<file path="config.mk">
export PLATFORM = sky130hd
export DESIGN_NAME = arp_cache_with_pending_requests
export DESIGN_NICKNAME = d
export VERILOG_FILES = /design/src/sv/arpc_pkg.sv /design/src/sv/arpc_ram.sv /design/src/sv/arp_cache_with_pending_requests.sv
export SDC_FILE = /design/constraint.sdc
export NUM_CORES = 2
export LEC_CHECK = 0
export ABC_AREA = 0
export BUFFER_PORTS_ARGS = -buffer_cell sky130_fd_sc_hd__buf_2
export CAP_MARGIN = 20
export CORE_MARGIN = 10
export CORE_UTILIZATION = 44
export DETAILED_ROUTE_END_ITERATION = 16
export PLACE_DENSITY = 0.59
export SYNTH_ARGS = -nofsm -noshare
export SYNTH_HDL_FRONTEND = slang
export SYNTH_HIERARCHICAL = 1
export SYNTH_SLANG_ARGS = --single-unit
</file>
<file path="constraint.sdc">
create_clock -name clk -period 25.3 [get_ports clk]
set_input_delay 3.795 -clock clk [delete_from_list [all_inputs] [get_ports clk]]
set_output_delay 3.795 -clock clk [all_outputs]
set_load 0.02 [all_outputs]
</file>
<file path="src/sv/arpc_pkg.sv">
// ============================================================================
// arpc_pkg
// Types, codes and helpers shared by the ARP cache with pending requests.
// ============================================================================
`timescale 1ns / 1ps
`default_nettype none

package arpc_pkg;

  typedef enum logic [1:0] {
    CMD_LOOKUP  = 2'd0,
    CMD_INSERT  = 2'd1,
    CMD_PENDING = 2'd2,
    CMD_TICK    = 2'd3
  } cmd_t;

  typedef enum logic [2:0] {
    KIND_ANSWER    = 3'd0,
    KIND_ARP_REQ   = 3'd1,
    KIND_RELEASE   = 3'd2,
    KIND_UNREACH   = 3'd3,
    KIND_PEND_FULL = 3'd4
  } kind_t;

  typedef enum logic [2:0] {
    ST_IDLE,
    ST_E_PRIME,
    ST_E_SCAN,
    ST_S_PRIME,
    ST_S_SCAN,
    ST_FIN,
    ST_DRAIN
  } state_t;

  // Configuration register indexes.
  localparam logic [1:0] REG_MAX_AGE     = 2'd0;
  localparam logic [1:0] REG_RETRY_INT   = 2'd1;
  localparam logic [1:0] REG_MAX_RETRIES = 2'd2;

  localparam logic [7:0] MAX_AGE_RST     = 8'd15;
  localparam logic [7:0] RETRY_INT_RST   = 8'd1;
  localparam logic [7:0] MAX_RETRIES_RST = 8'd5;

  // Results reported per request; further results are dropped.
  localparam int MAX_RESULTS = 16;
  localparam int CNT_W       = 5;

  typedef struct packed {
    logic [7:0]  age;
    logic [47:0] mac;
    logic [31:0] ip;
  } ent_t;

  typedef struct packed {
    logic [7:0]  packets;
    logic [7:0]  age;
    logic [7:0]  retries;
    logic [3:0]  iface;
    logic [31:0] ip;
  } slot_t;

  typedef struct packed {
    kind_t       kind;
    logic        hit;
    logic [31:0] ip;
    logic [47:0] mac;
    logic [3:0]  iface;
    logic [2:0]  slot;
    logic [7:0]  count;
  } res_t;

  function automatic logic [7:0] sat_inc(input logic [7:0] v);
    return (v == 8'hFF) ? v : v + 8'd1;
  endfunction

endpackage

`default_nettype wire

</file>
<file path="src/sv/arpc_ram.sv">
// ============================================================================
// arpc_ram
// Generic single-write, single-read RAM with registered read data.
// ============================================================================
`timescale 1ns / 1ps
`default_nettype none

module arpc_ram #(
  parameter int WIDTH = 8,
  parameter int DEPTH = 16
) (
  input  wire logic                                      clk,
  input  wire logic                                      we,
  input  wire logic [((DEPTH > 1) ? $clog2(DEPTH) : 1)-1:0] waddr,
  input  wire logic [WIDTH-1:0]                          wdata,
  input  wire logic [((DEPTH > 1) ? $clog2(DEPTH) : 1)-1:0] raddr,
  output logic      [WIDTH-1:0]                          rdata
);

  logic [WIDTH-1:0] mem [DEPTH];

  always_ff @(posedge clk) begin
    if (we) begin
      mem[waddr] <= wdata;
    end
    rdata <= mem[raddr];
  end

endmodule

`default_nettype wire

</file>
<file path="src/sv/arp_cache_with_pending_requests.sv">
// ============================================================================
// arp_cache_with_pending_requests
// IP-to-MAC cache with a file of pending ARP requests, walked by a sequencer.
// ============================================================================
// Usage: one request on the in_ channel carries a command in in_tuser
// (lookup, insert reply, packet awaiting resolution, one-second tick) and
// the address fields in in_tdata. Results leave on the out_ channel, kind in
// out_tuser, with out_tlast on the final result of a request. Requests that
// cause no result (an insert with nothing pending, a quiet tick, a repeat
// packet) produce nothing on out_. Configuration writes on cfg_ are always
// accepted and are meant for idle periods.
// Timing: the walk reads cache entries, then pending slots, from two
// RAMs, one per cycle, though a full output can stall the slot walk; a
// lookup reads only entries and a waiting packet only slots, and a slot
// that reports twice on a tick is read again.
// in_tready is high only between requests.
// Reset clears all valid bits and loads the default register values; no
// clearing pass is needed. When out_tready is low, one result waits in the
// output register and one more is held; further results stall the walk.
// ============================================================================
`timescale 1ns / 1ps
`default_nettype none

module arp_cache_with_pending_requests #(
  parameter int CACHE_ENTRIES = 32,
  parameter int PENDING_SLOTS = 8
) (
  input  wire logic        clk,
  input  wire logic        rst_n,
  input  wire logic        in_tvalid,
  output logic             in_tready,
  // ip_addr[31:0], mac_addr[79:32], iface_id[83:80], zero [87:84]
  input  wire logic [87:0] in_tdata,
  // cmd[1:0]
  input  wire logic [1:0]  in_tuser,
  output logic             out_tvalid,
  input  wire logic        out_tready,
  // hit[0], result_ip[32:1], found_mac[80:33], out_iface[84:81],
  // pending_slot[87:85], packet_count[95:88]
  output logic [95:0]      out_tdata,
  // kind[2:0]
  output logic [2:0]       out_tuser,
  output logic             out_tlast,
  input  wire logic        cfg_valid,
  output logic             cfg_ready,
  input  wire logic [1:0]  cfg_index,
  input  wire logic [7:0]  cfg_data
);

  localparam int EIW = (CACHE_ENTRIES > 1) ? $clog2(CACHE_ENTRIES) : 1;
  localparam int SIW = (PENDING_SLOTS > 1) ? $clog2(PENDING_SLOTS) : 1;

  arpc_pkg::state_t state_r, state_nxt;
  arpc_pkg::cmd_t   cmd_r, cmd_nxt;
  logic [31:0]      ip_r, ip_nxt;
  logic [47:0]      mac_r, mac_nxt;
  logic [3:0]       iface_r, iface_nxt;
  logic [EIW-1:0]   eidx_r, eidx_nxt;
  logic [SIW-1:0]   sidx_r, sidx_nxt;
  logic [CACHE_ENTRIES-1:0] ev_r, ev_nxt;
  logic [PENDING_SLOTS-1:0] sv_r, sv_nxt;
  logic [7:0]       max_age_r, retry_int_r, max_ret_r;

  logic             hit_r, hit_nxt;
  logic [47:0]      hmac_r, hmac_nxt;
  logic             placed_r, placed_nxt;
  logic             match_r, match_nxt;
  logic [SIW-1:0]   match_idx_r, match_idx_nxt;
  logic [7:0]       match_ret_r, match_ret_nxt;
  logic [7:0]       match_pkt_r, match_pkt_nxt;
  logic             free_v_r, free_v_nxt;
  logic [SIW-1:0]   free_idx_r, free_idx_nxt;
  logic             phase2_r, phase2_nxt;

  logic [arpc_pkg::CNT_W-1:0] cnt_r, cnt_nxt;
  arpc_pkg::res_t   held_r, held_nxt;
  logic             held_v_r, held_v_nxt;
  arpc_pkg::res_t   out_r, out_nxt;
  logic             out_last_r, out_last_nxt;
  logic             out_v_r, out_v_nxt;

  // RAM ports
  logic             ent_we;
  arpc_pkg::ent_t   ent_wdata, ent_rd;
  logic [EIW-1:0]   ent_raddr;
  logic             slot_we;
  logic [SIW-1:0]   slot_waddr, slot_raddr;
  arpc_pkg::slot_t  slot_wdata, slot_rd;

  // Walk datapath
  logic             e_last, s_last, ev_cur, sv_cur;
  logic [7:0]       e_age, s_age1, s_ret1;
  logic             e_expire, s_send, s_unr, s_ipm, s_ifm;
  logic             s_adv;
  logic             emit_req, emit_room, suppress, out_free;
  arpc_pkg::res_t   emit_res;

  arpc_ram #(.WIDTH($bits(arpc_pkg::ent_t)), .DEPTH(CACHE_ENTRIES)) u_ent_ram (
    .clk   (clk),
    .we    (ent_we),
    .waddr (eidx_r),
    .wdata (ent_wdata),
    .raddr (ent_raddr),
    .rdata (ent_rd)
  );

  arpc_ram #(.WIDTH($bits(arpc_pkg::slot_t)), .DEPTH(PENDING_SLOTS)) u_slot_ram (
    .clk   (clk),
    .we    (slot_we),
    .waddr (slot_waddr),
    .wdata (slot_wdata),
    .raddr (slot_raddr),
    .rdata (slot_rd)
  );

  assign e_last   = (eidx_r == EIW'(CACHE_ENTRIES - 1));
  assign s_last   = (sidx_r == SIW'(PENDING_SLOTS - 1));
  assign ev_cur   = ev_r[eidx_r];
  assign sv_cur   = sv_r[sidx_r];
  assign e_age    = arpc_pkg::sat_inc(ent_rd.age);
  assign e_expire = (e_age > max_age_r);
  assign s_age1   = arpc_pkg::sat_inc(slot_rd.age);
  assign s_send   = (s_age1 > retry_int_r);
  assign s_ret1   = s_send ? arpc_pkg::sat_inc(slot_rd.retries) : slot_rd.retries;
  assign s_unr    = (s_ret1 >= max_ret_r);
  assign s_ipm    = (slot_rd.ip == ip_r);
  assign s_ifm    = (slot_rd.iface == iface_r);

  assign suppress  = (cnt_r >= arpc_pkg::CNT_W'(arpc_pkg::MAX_RESULTS));
  assign out_free  = !out_v_r || out_tready;
  // A new result fits when the held stage is empty or can move out, or when it will be suppressed.
  assign emit_room = suppress || !held_v_r || out_free;

  assign in_tready  = (state_r == arpc_pkg::ST_IDLE);
  assign cfg_ready  = 1'b1;
  assign out_tvalid = out_v_r;
  assign out_tlast  = out_last_r;
  assign out_tuser  = out_r.kind;
  assign out_tdata  = {out_r.count, out_r.slot, out_r.iface, out_r.mac, out_r.ip, out_r.hit};

  // Sequencer: next state, walk control and RAM writes.
  always_comb begin
    state_nxt     = state_r;
    cmd_nxt       = cmd_r;
    ip_nxt        = ip_r;
    mac_nxt       = mac_r;
    iface_nxt     = iface_r;
    eidx_nxt      = eidx_r;
    sidx_nxt      = sidx_r;
    ev_nxt        = ev_r;
    sv_nxt        = sv_r;
    hit_nxt       = hit_r;
    hmac_nxt      = hmac_r;
    placed_nxt    = placed_r;
    match_nxt     = match_r;
    match_idx_nxt = match_idx_r;
    match_ret_nxt = match_ret_r;
    match_pkt_nxt = match_pkt_r;
    free_v_nxt    = free_v_r;
    free_idx_nxt  = free_idx_r;
    phase2_nxt    = phase2_r;
    ent_we        = 1'b0;
    ent_wdata     = '0;
    ent_raddr     = '0;
    slot_we       = 1'b0;
    slot_waddr    = sidx_r;
    slot_wdata    = slot_rd;
    slot_raddr    = '0;
    s_adv         = 1'b1;
    emit_req      = 1'b0;
    emit_res      = '0;

    case (state_r)
      arpc_pkg::ST_IDLE: begin
        if (in_tvalid) begin
          cmd_nxt    = arpc_pkg::cmd_t'(in_tuser);
          ip_nxt     = in_tdata[31:0];
          mac_nxt    = in_tdata[79:32];
          iface_nxt  = in_tdata[83:80];
          eidx_nxt   = '0;
          sidx_nxt   = '0;
          hit_nxt    = 1'b0;
          placed_nxt = 1'b0;
          match_nxt  = 1'b0;
          free_v_nxt = 1'b0;
          phase2_nxt = 1'b0;
          state_nxt  = (arpc_pkg::cmd_t'(in_tuser) == arpc_pkg::CMD_PENDING) ?
                       arpc_pkg::ST_S_PRIME : arpc_pkg::ST_E_PRIME;
        end
      end

      arpc_pkg::ST_E_PRIME: begin
        state_nxt = arpc_pkg::ST_E_SCAN;
      end

      arpc_pkg::ST_E_SCAN: begin
        ent_raddr = eidx_r + EIW'(1);
        case (cmd_r)
          arpc_pkg::CMD_LOOKUP: begin
            if (ev_cur && ent_rd.ip == ip_r && !hit_r) begin
              hit_nxt  = 1'b1;
              hmac_nxt = ent_rd.mac;
            end
          end
          arpc_pkg::CMD_INSERT: begin
            if (!ev_cur && !placed_r) begin
              ent_we         = 1'b1;
              ent_wdata.age  = 8'd0;
              ent_wdata.mac  = mac_r;
              ent_wdata.ip   = ip_r;
              ev_nxt[eidx_r] = 1'b1;
              placed_nxt     = 1'b1;
            end
          end
          arpc_pkg::CMD_TICK: begin
            if (ev_cur) begin
              ent_we        = 1'b1;
              ent_wdata.age = e_age;
              ent_wdata.mac = ent_rd.mac;
              ent_wdata.ip  = ent_rd.ip;
              if (e_expire) begin
                ev_nxt[eidx_r] = 1'b0;
              end
            end
          end
          default: ;
        endcase
        eidx_nxt = eidx_r + EIW'(1);
        if (e_last) begin
          state_nxt = (cmd_r == arpc_pkg::CMD_LOOKUP) ? arpc_pkg::ST_FIN : arpc_pkg::ST_S_PRIME;
        end
      end

      arpc_pkg::ST_S_PRIME: begin
        state_nxt = arpc_pkg::ST_S_SCAN;
      end

      arpc_pkg::ST_S_SCAN: begin
        case (cmd_r)
          arpc_pkg::CMD_INSERT: begin
            if (sv_cur && s_ipm) begin
              emit_req       = 1'b1;
              emit_res.kind  = arpc_pkg::KIND_RELEASE;
              emit_res.ip    = ip_r;
              emit_res.mac   = mac_r;
              emit_res.iface = slot_rd.iface;
              emit_res.slot  = 3'(sidx_r);
              emit_res.count = slot_rd.packets;
              if (emit_room) begin
                sv_nxt[sidx_r] = 1'b0;
              end else begin
                s_adv = 1'b0;
              end
            end
          end
          arpc_pkg::CMD_PENDING: begin
            if (sv_cur && s_ipm && s_ifm && !match_r) begin
              match_nxt     = 1'b1;
              match_idx_nxt = sidx_r;
              match_ret_nxt = slot_rd.retries;
              match_pkt_nxt = slot_rd.packets;
            end
            if (!sv_cur && !free_v_r) begin
              free_v_nxt   = 1'b1;
              free_idx_nxt = sidx_r;
            end
          end
          arpc_pkg::CMD_TICK: begin
            if (sv_cur) begin
              emit_res.ip    = slot_rd.ip;
              emit_res.iface = slot_rd.iface;
              emit_res.slot  = 3'(sidx_r);
              emit_res.count = slot_rd.packets;
              if (!phase2_r && s_send) begin
                emit_req      = 1'b1;
                emit_res.kind = arpc_pkg::KIND_ARP_REQ;
                if (!emit_room) begin
                  s_adv = 1'b0;
                end else if (s_unr) begin
                  // The slot also gives up; report that on a second pass over the same slot.
                  phase2_nxt = 1'b1;
                  s_adv      = 1'b0;
                end else begin
                  slot_we            = 1'b1;
                  slot_wdata.retries = s_ret1;
                  slot_wdata.age     = 8'd0;
                end
              end else if (s_unr) begin
                emit_req      = 1'b1;
                emit_res.kind = arpc_pkg::KIND_UNREACH;
                if (emit_room) begin
                  sv_nxt[sidx_r] = 1'b0;
                  phase2_nxt     = 1'b0;
                end else begin
                  s_adv = 1'b0;
                end
              end else begin
                slot_we        = 1'b1;
                slot_wdata.age = s_age1;
              end
            end
          end
          default: ;
        endcase
        slot_raddr = s_adv ? sidx_r + SIW'(1) : sidx_r;
        if (s_adv) begin
          sidx_nxt = sidx_r + SIW'(1);
          if (s_last) begin
            state_nxt = (cmd_r == arpc_pkg::CMD_PENDING) ? arpc_pkg::ST_FIN : arpc_pkg::ST_DRAIN;
          end
        end
      end

      arpc_pkg::ST_FIN: begin
        emit_res.ip    = ip_r;
        emit_res.iface = iface_r;
        case (cmd_r)
          arpc_pkg::CMD_LOOKUP: begin
            emit_req       = 1'b1;
            emit_res.kind  = arpc_pkg::KIND_ANSWER;
            emit_res.hit   = hit_r;
            emit_res.mac   = hit_r ? hmac_r : 48'd0;
            emit_res.iface = 4'd0;
            if (emit_room) begin
              state_nxt = arpc_pkg::ST_DRAIN;
            end
          end
          arpc_pkg::CMD_PENDING: begin
            if (match_r) begin
              slot_we            = 1'b1;
              slot_waddr         = match_idx_r;
              slot_wdata.ip      = ip_r;
              slot_wdata.iface   = iface_r;
              slot_wdata.retries = arpc_pkg::sat_inc(match_ret_r);
              slot_wdata.age     = 8'd0;
              slot_wdata.packets = arpc_pkg::sat_inc(match_pkt_r);
              state_nxt          = arpc_pkg::ST_DRAIN;
            end else if (free_v_r) begin
              emit_req       = 1'b1;
              emit_res.kind  = arpc_pkg::KIND_ARP_REQ;
              emit_res.slot  = 3'(free_idx_r);
              emit_res.count = 8'd1;
              if (emit_room) begin
                slot_we              = 1'b1;
                slot_waddr           = free_idx_r;
                slot_wdata.ip        = ip_r;
                slot_wdata.iface     = iface_r;
                slot_wdata.retries   = 8'd0;
                slot_wdata.age       = 8'd0;
                slot_wdata.packets   = 8'd1;
                sv_nxt[free_idx_r]   = 1'b1;
                state_nxt            = arpc_pkg::ST_DRAIN;
              end
            end else begin
              emit_req      = 1'b1;
              emit_res.kind = arpc_pkg::KIND_PEND_FULL;
              if (emit_room) begin
                state_nxt = arpc_pkg::ST_DRAIN;
              end
            end
          end
          default: begin
            state_nxt = arpc_pkg::ST_DRAIN;
          end
        endcase
      end

      arpc_pkg::ST_DRAIN: begin
        if (!held_v_r || out_free) begin
          state_nxt = arpc_pkg::ST_IDLE;
        end
      end

      default: begin
        state_nxt = arpc_pkg::ST_IDLE;
      end
    endcase
  end

  // Result path: the newest result is held until the next one or the end of
  // the request decides whether it carries tlast.
  always_comb begin
    held_nxt     = held_r;
    held_v_nxt   = held_v_r;
    out_nxt      = out_r;
    out_last_nxt = out_last_r;
    out_v_nxt    = out_v_r && !out_tready;
    cnt_nxt      = cnt_r;

    if (state_r == arpc_pkg::ST_IDLE && in_tvalid) begin
      cnt_nxt = '0;
    end
    if (emit_req && emit_room && !suppress) begin
      if (held_v_r) begin
        out_nxt      = held_r;
        out_last_nxt = 1'b0;
        out_v_nxt    = 1'b1;
      end
      held_nxt   = emit_res;
      held_v_nxt = 1'b1;
      cnt_nxt    = cnt_r + arpc_pkg::CNT_W'(1);
    end
    if (state_r == arpc_pkg::ST_DRAIN && held_v_r && out_free) begin
      out_nxt      = held_r;
      out_last_nxt = 1'b1;
      out_v_nxt    = 1'b1;
      held_v_nxt   = 1'b0;
    end
  end

  always_ff @(posedge clk) begin
    if (!rst_n) begin
      state_r     <= arpc_pkg::ST_IDLE;
      ev_r        <= '0;
      sv_r        <= '0;
      held_v_r    <= 1'b0;
      out_v_r     <= 1'b0;
      cnt_r       <= '0;
      max_age_r   <= arpc_pkg::MAX_AGE_RST;
      retry_int_r <= arpc_pkg::RETRY_INT_RST;
      max_ret_r   <= arpc_pkg::MAX_RETRIES_RST;
    end else begin
      state_r  <= state_nxt;
      ev_r     <= ev_nxt;
      sv_r     <= sv_nxt;
      held_v_r <= held_v_nxt;
      out_v_r  <= out_v_nxt;
      cnt_r    <= cnt_nxt;
      if (cfg_valid) begin
        case (cfg_index)
          arpc_pkg::REG_MAX_AGE:     max_age_r   <= cfg_data;
          arpc_pkg::REG_RETRY_INT:   retry_int_r <= cfg_data;
          arpc_pkg::REG_MAX_RETRIES: max_ret_r   <= cfg_data;
          default: ;
        endcase
      end
    end
  end

  always_ff @(posedge clk) begin
    cmd_r       <= cmd_nxt;
    ip_r        <= ip_nxt;
    mac_r       <= mac_nxt;
    iface_r     <= iface_nxt;
    eidx_r      <= eidx_nxt;
    sidx_r      <= sidx_nxt;
    hit_r       <= hit_nxt;
    hmac_r      <= hmac_nxt;
    placed_r    <= placed_nxt;
    match_r     <= match_nxt;
    match_idx_r <= match_idx_nxt;
    match_ret_r <= match_ret_nxt;
    match_pkt_r <= match_pkt_nxt;
    free_v_r    <= free_v_nxt;
    free_idx_r  <= free_idx_nxt;
    phase2_r    <= phase2_nxt;
    held_r      <= held_nxt;
    out_r       <= out_nxt;
    out_last_r  <= out_last_nxt;
  end

  // Between requests nothing may be left in the held stage.
  a_idle_empty: assert property (@(posedge clk) disable iff (!rst_n)
    (state_r == arpc_pkg::ST_IDLE) |-> !held_v_r)
    else $error("held result left over at idle");

  a_cnt_bound: assert property (@(posedge clk) disable iff (!rst_n)
    cnt_r <= arpc_pkg::CNT_W'(arpc_pkg::MAX_RESULTS))
    else $error("result count beyond limit");

  // A result enters the held stage only as a counted emission.
  a_held_counted: assert property (@(posedge clk) disable iff (!rst_n)
    $rose(held_v_r) |-> (cnt_r != $past(cnt_r)))
    else $error("held result appeared without being counted");

  a_fin_cmd: assert property (@(posedge clk) disable iff (!rst_n)
    (state_r == arpc_pkg::ST_FIN) |->
      (cmd_r == arpc_pkg::CMD_LOOKUP || cmd_r == arpc_pkg::CMD_PENDING))
    else $error("final step reached by wrong command");

endmodule

`default_nettype wire
</file>
==> results by group <==
Clock network
  – H-tree levels: 5
  – Post-cts gate resize count: 0
  – Clk_lat worst skew: 0.97 ns
  – CTS tree: built
  – Sink Count: between 3000 and 4000
  – Num CTS Buffers: 399
  – Clock buffer depth: 4
  – Reg clk slew, reported paths: 0.06 ns
  – Clk root buf: clkbuf_16
  – Post-CTS Setup Repair Bufs: 0
  – # hold bufs at CTS: 0

Final layout
  – Area growth syn-to-layout: 13.71%
  – Commonest non-fill, non-tap cells in the layout: edfxtp_1 (3663), mux2i_1 (722), a22oi_1 (472), mux4_2 (461), clkbuf_16 (405)
  – Most common cell after layout, fill and taps aside: edfxtp_1
  – Layout cells sized above 1: approximately 22%
  – Utilization after layout: about half
  – Nets: 8188

Critical path
  – Crit Path Class: reg2reg
  – Critical path fanouts, max: 67
  – Worst path max stage delay: 0.81 ns
  – CP required: about 26 ns
  – Crit path max-delay family: simple AND/OR/NAND/NOR gates
  – Critical Path Sink Type: flop
  – Buf/Inv on CP: 3
  – Critical Path Source Type: flop
  – Reg-to-reg startpoint: u_slot_ram/rdata[44]
  – Crit path DAT: a little over 9 ns
  – Critical Path Start: u_slot_ram/rdata[44]
  – Slowest CP cell: buf_4

Timing
  – Layout Skew: ~0.056 ns
  – Max Clock Freq: between 100 and 150 MHz
  – Slew @ Worst Pin: around 1.2 ns
  – RSZ-0062 raised after global routing: no
  – Final period util: 32.40%
  – Final Critical Period: 8.198 ns
  – Final Hold Vio Count: 0
  – Setup TNS: 0 ns
  – Slew Limit Headroom: around 21%
  – Pins over their slew limit: 0
  – Final setup fails: 0

Logic synthesis
  – Ys async rst share: 0%
  – Sequential cell area fraction in the yosys report: 76.72%
  – Area of the mapped netlist: 149200 um^2
  – Library cells used by synthesis: 89
  – FF+latch count, synth: ~3900
  – Synthesized Nets: around 7700
  – Average size of a mapped cell: between 15 and 20 um^2
  – Synthesis warning total: 6
  – Synthesized instance count: approximately 7600
  – Ys flop type: edfxtp_1
  – Number of synthesized flops with an enable pin: 3663

Drt
  – Vias per Instance: roughly 6.0
  – Total iterations of the first detailed-routing run: 6
  – Initial drt markers: 9116
  – Post-Route WL: about 410000 um
  – Post-DRT Antenna Nets: 0
  – Residual DRC: 0
  – Wire per inst: 31.45 um
  – Vias after detailed routing: between 70000 and 80000

Die
  – Initial Util: approximately 44%
  – Die height: about 600 um
  – Core Area: ~340000 um^2
  – Num ports: ~210
  – Die ar.: 362800 um^2
  – Die W: about 600 um
  – Cell Rows: between 200 and 250

Outcome
  – Outcome: finished, final reports clean

Placed design
  – Buffers added on ports: around 200
  – Routability Congestion: slightly above 0.8
  – DP HPWL: ~210000 um

Hold path
  – Worst Min Path Start: held_r[50]
  – Type of the most critical hold path: reg2reg

Power and ir drop
  – Leak: roughly 55 nW
  – Worst vdd ir: between 60 and 70 uV
  – PD cells: about 95 nW/um^2

Global route
  – All-Layer GR Usage: 21.64%
  – First-pass GRT wire length: 574100 um
  – GR Overflow Total: 0
  – Vias in the first global route: between 70000 and 80000
  – Initial antenna violation count: 8
  – Largest net degree at the start of global routing: roughly 160

Flow run
  – Max Cap Viol: 0
## through the flow
stage / hold slack, ns / setup slack, ns / power (mW) / cells / cell area (um^2)
floorplan: 0.4003 / 15.52 / 9.435 / 7588 / 149200
global placement: 0.4015 / 17.31 / 10.38 / 12121 / 156000
detailed placement: 0.4045 / 17.21 / 10.42 / 12128 / 156200
CTS: 0.4175 / 17.19 / 16.19 / 12867 / 169100
global route: 0.4191 / 16.59 / 16.63 / 12914 / 169600
finish: 0.4132 / 17.10 / 16.09 / 12917 / 169600
## registers in the layout, indices dropped and copies added (netlist names), 32 cells and up, named ones only
register and flops:
ip_r 32, u_ent_ram/rdata 88, hmac_r 48, u_ent_ram/mem 2816, u_slot_ram/rdata 60, out_tdata 96
mac_r 48, held_r 99, u_slot_ram/mem 480
## where the power goes
group	internal [mW]	total, mW	switching [mW]	leakage [nW]
Sequential	7.34	7.57	0.228	37.2
Clock	3.33	5.80	2.47	6.31
Combinational	0.992	2.73	1.74	11.1
## synthesized netlist by cell type, types with 31 or more instances
cell	number	area share [%]
a21oi_1	41	0.14
mux2i_1	722	4.8
nor2b_1	47	0.20
dfxtp_1	223	3.0
ha_1	38	0.32
nand2_1	209	0.53
nand3_1	200	0.67
a22oi_1	472	2.4
buf_4	37	0.19
mux2_2	65	0.49
a31oi_1	87	0.36
buf_6	34	0.26
clkbuf_1	180	0.45
a22oi_2	83	0.70
nor2_1	151	0.38
edfxtp_1	3663	74
a22o_1	140	0.82
nor2_2	31	0.13
xor2_1	40	0.23
nand4_1	65	0.27
a21o_1	40	0.20
xnor2_1	51	0.30
mux4_2	461	7.0
inv_1	40	0.10
buf_2	139	0.47
## per-layer routing
layer  part of all wire (%)  up-vias  global-route usage, %
li1                       -    32116                      -
met1                     42    41099                  30.27
met2                     48     3119                  35.67
met3                    6.8      639                  2.933
met4                    3.1        2                  6.363
met5                 0.0032        -                      0
## cells by family after synthesis
family	count (synthesis)	share of synthesized area [%]
adders and majority gates	38	0.3187
buffers and inverters	466	1.644
AOI/OAI and AO/OA	968	5.137
other	1	0.002513
DFF	3886	76.72
xor gates and xnor gates	91	0.5342
muxes	1271	12.69
and+or+nand+nor	867	2.958
## area by class of cell
cell class	count	area, um^2
fillers	26958	167500
flip-flops and latches	3886	114500
multi-input cells	3236	32870
clock buffers	527	10870
well taps	4515	5649
repair buffers	482	3526
clock inverters	212	2074
inverters	40	155.1
diodes	19	47.55
## path summary, 6_finish.rpt
path                                       endpoint  slack (ns)  cells past startpoint
worst max-delay path            u_slot_ram/rdata[8]       17.10                     25
worst min-delay path                  out_tdata[68]        0.41                      0
worst max register to register  u_slot_ram/rdata[8]       17.10                     25
worst min register to register        out_tdata[68]        0.41                      0
No activity file was read; power rests on OpenSTA's default activity.
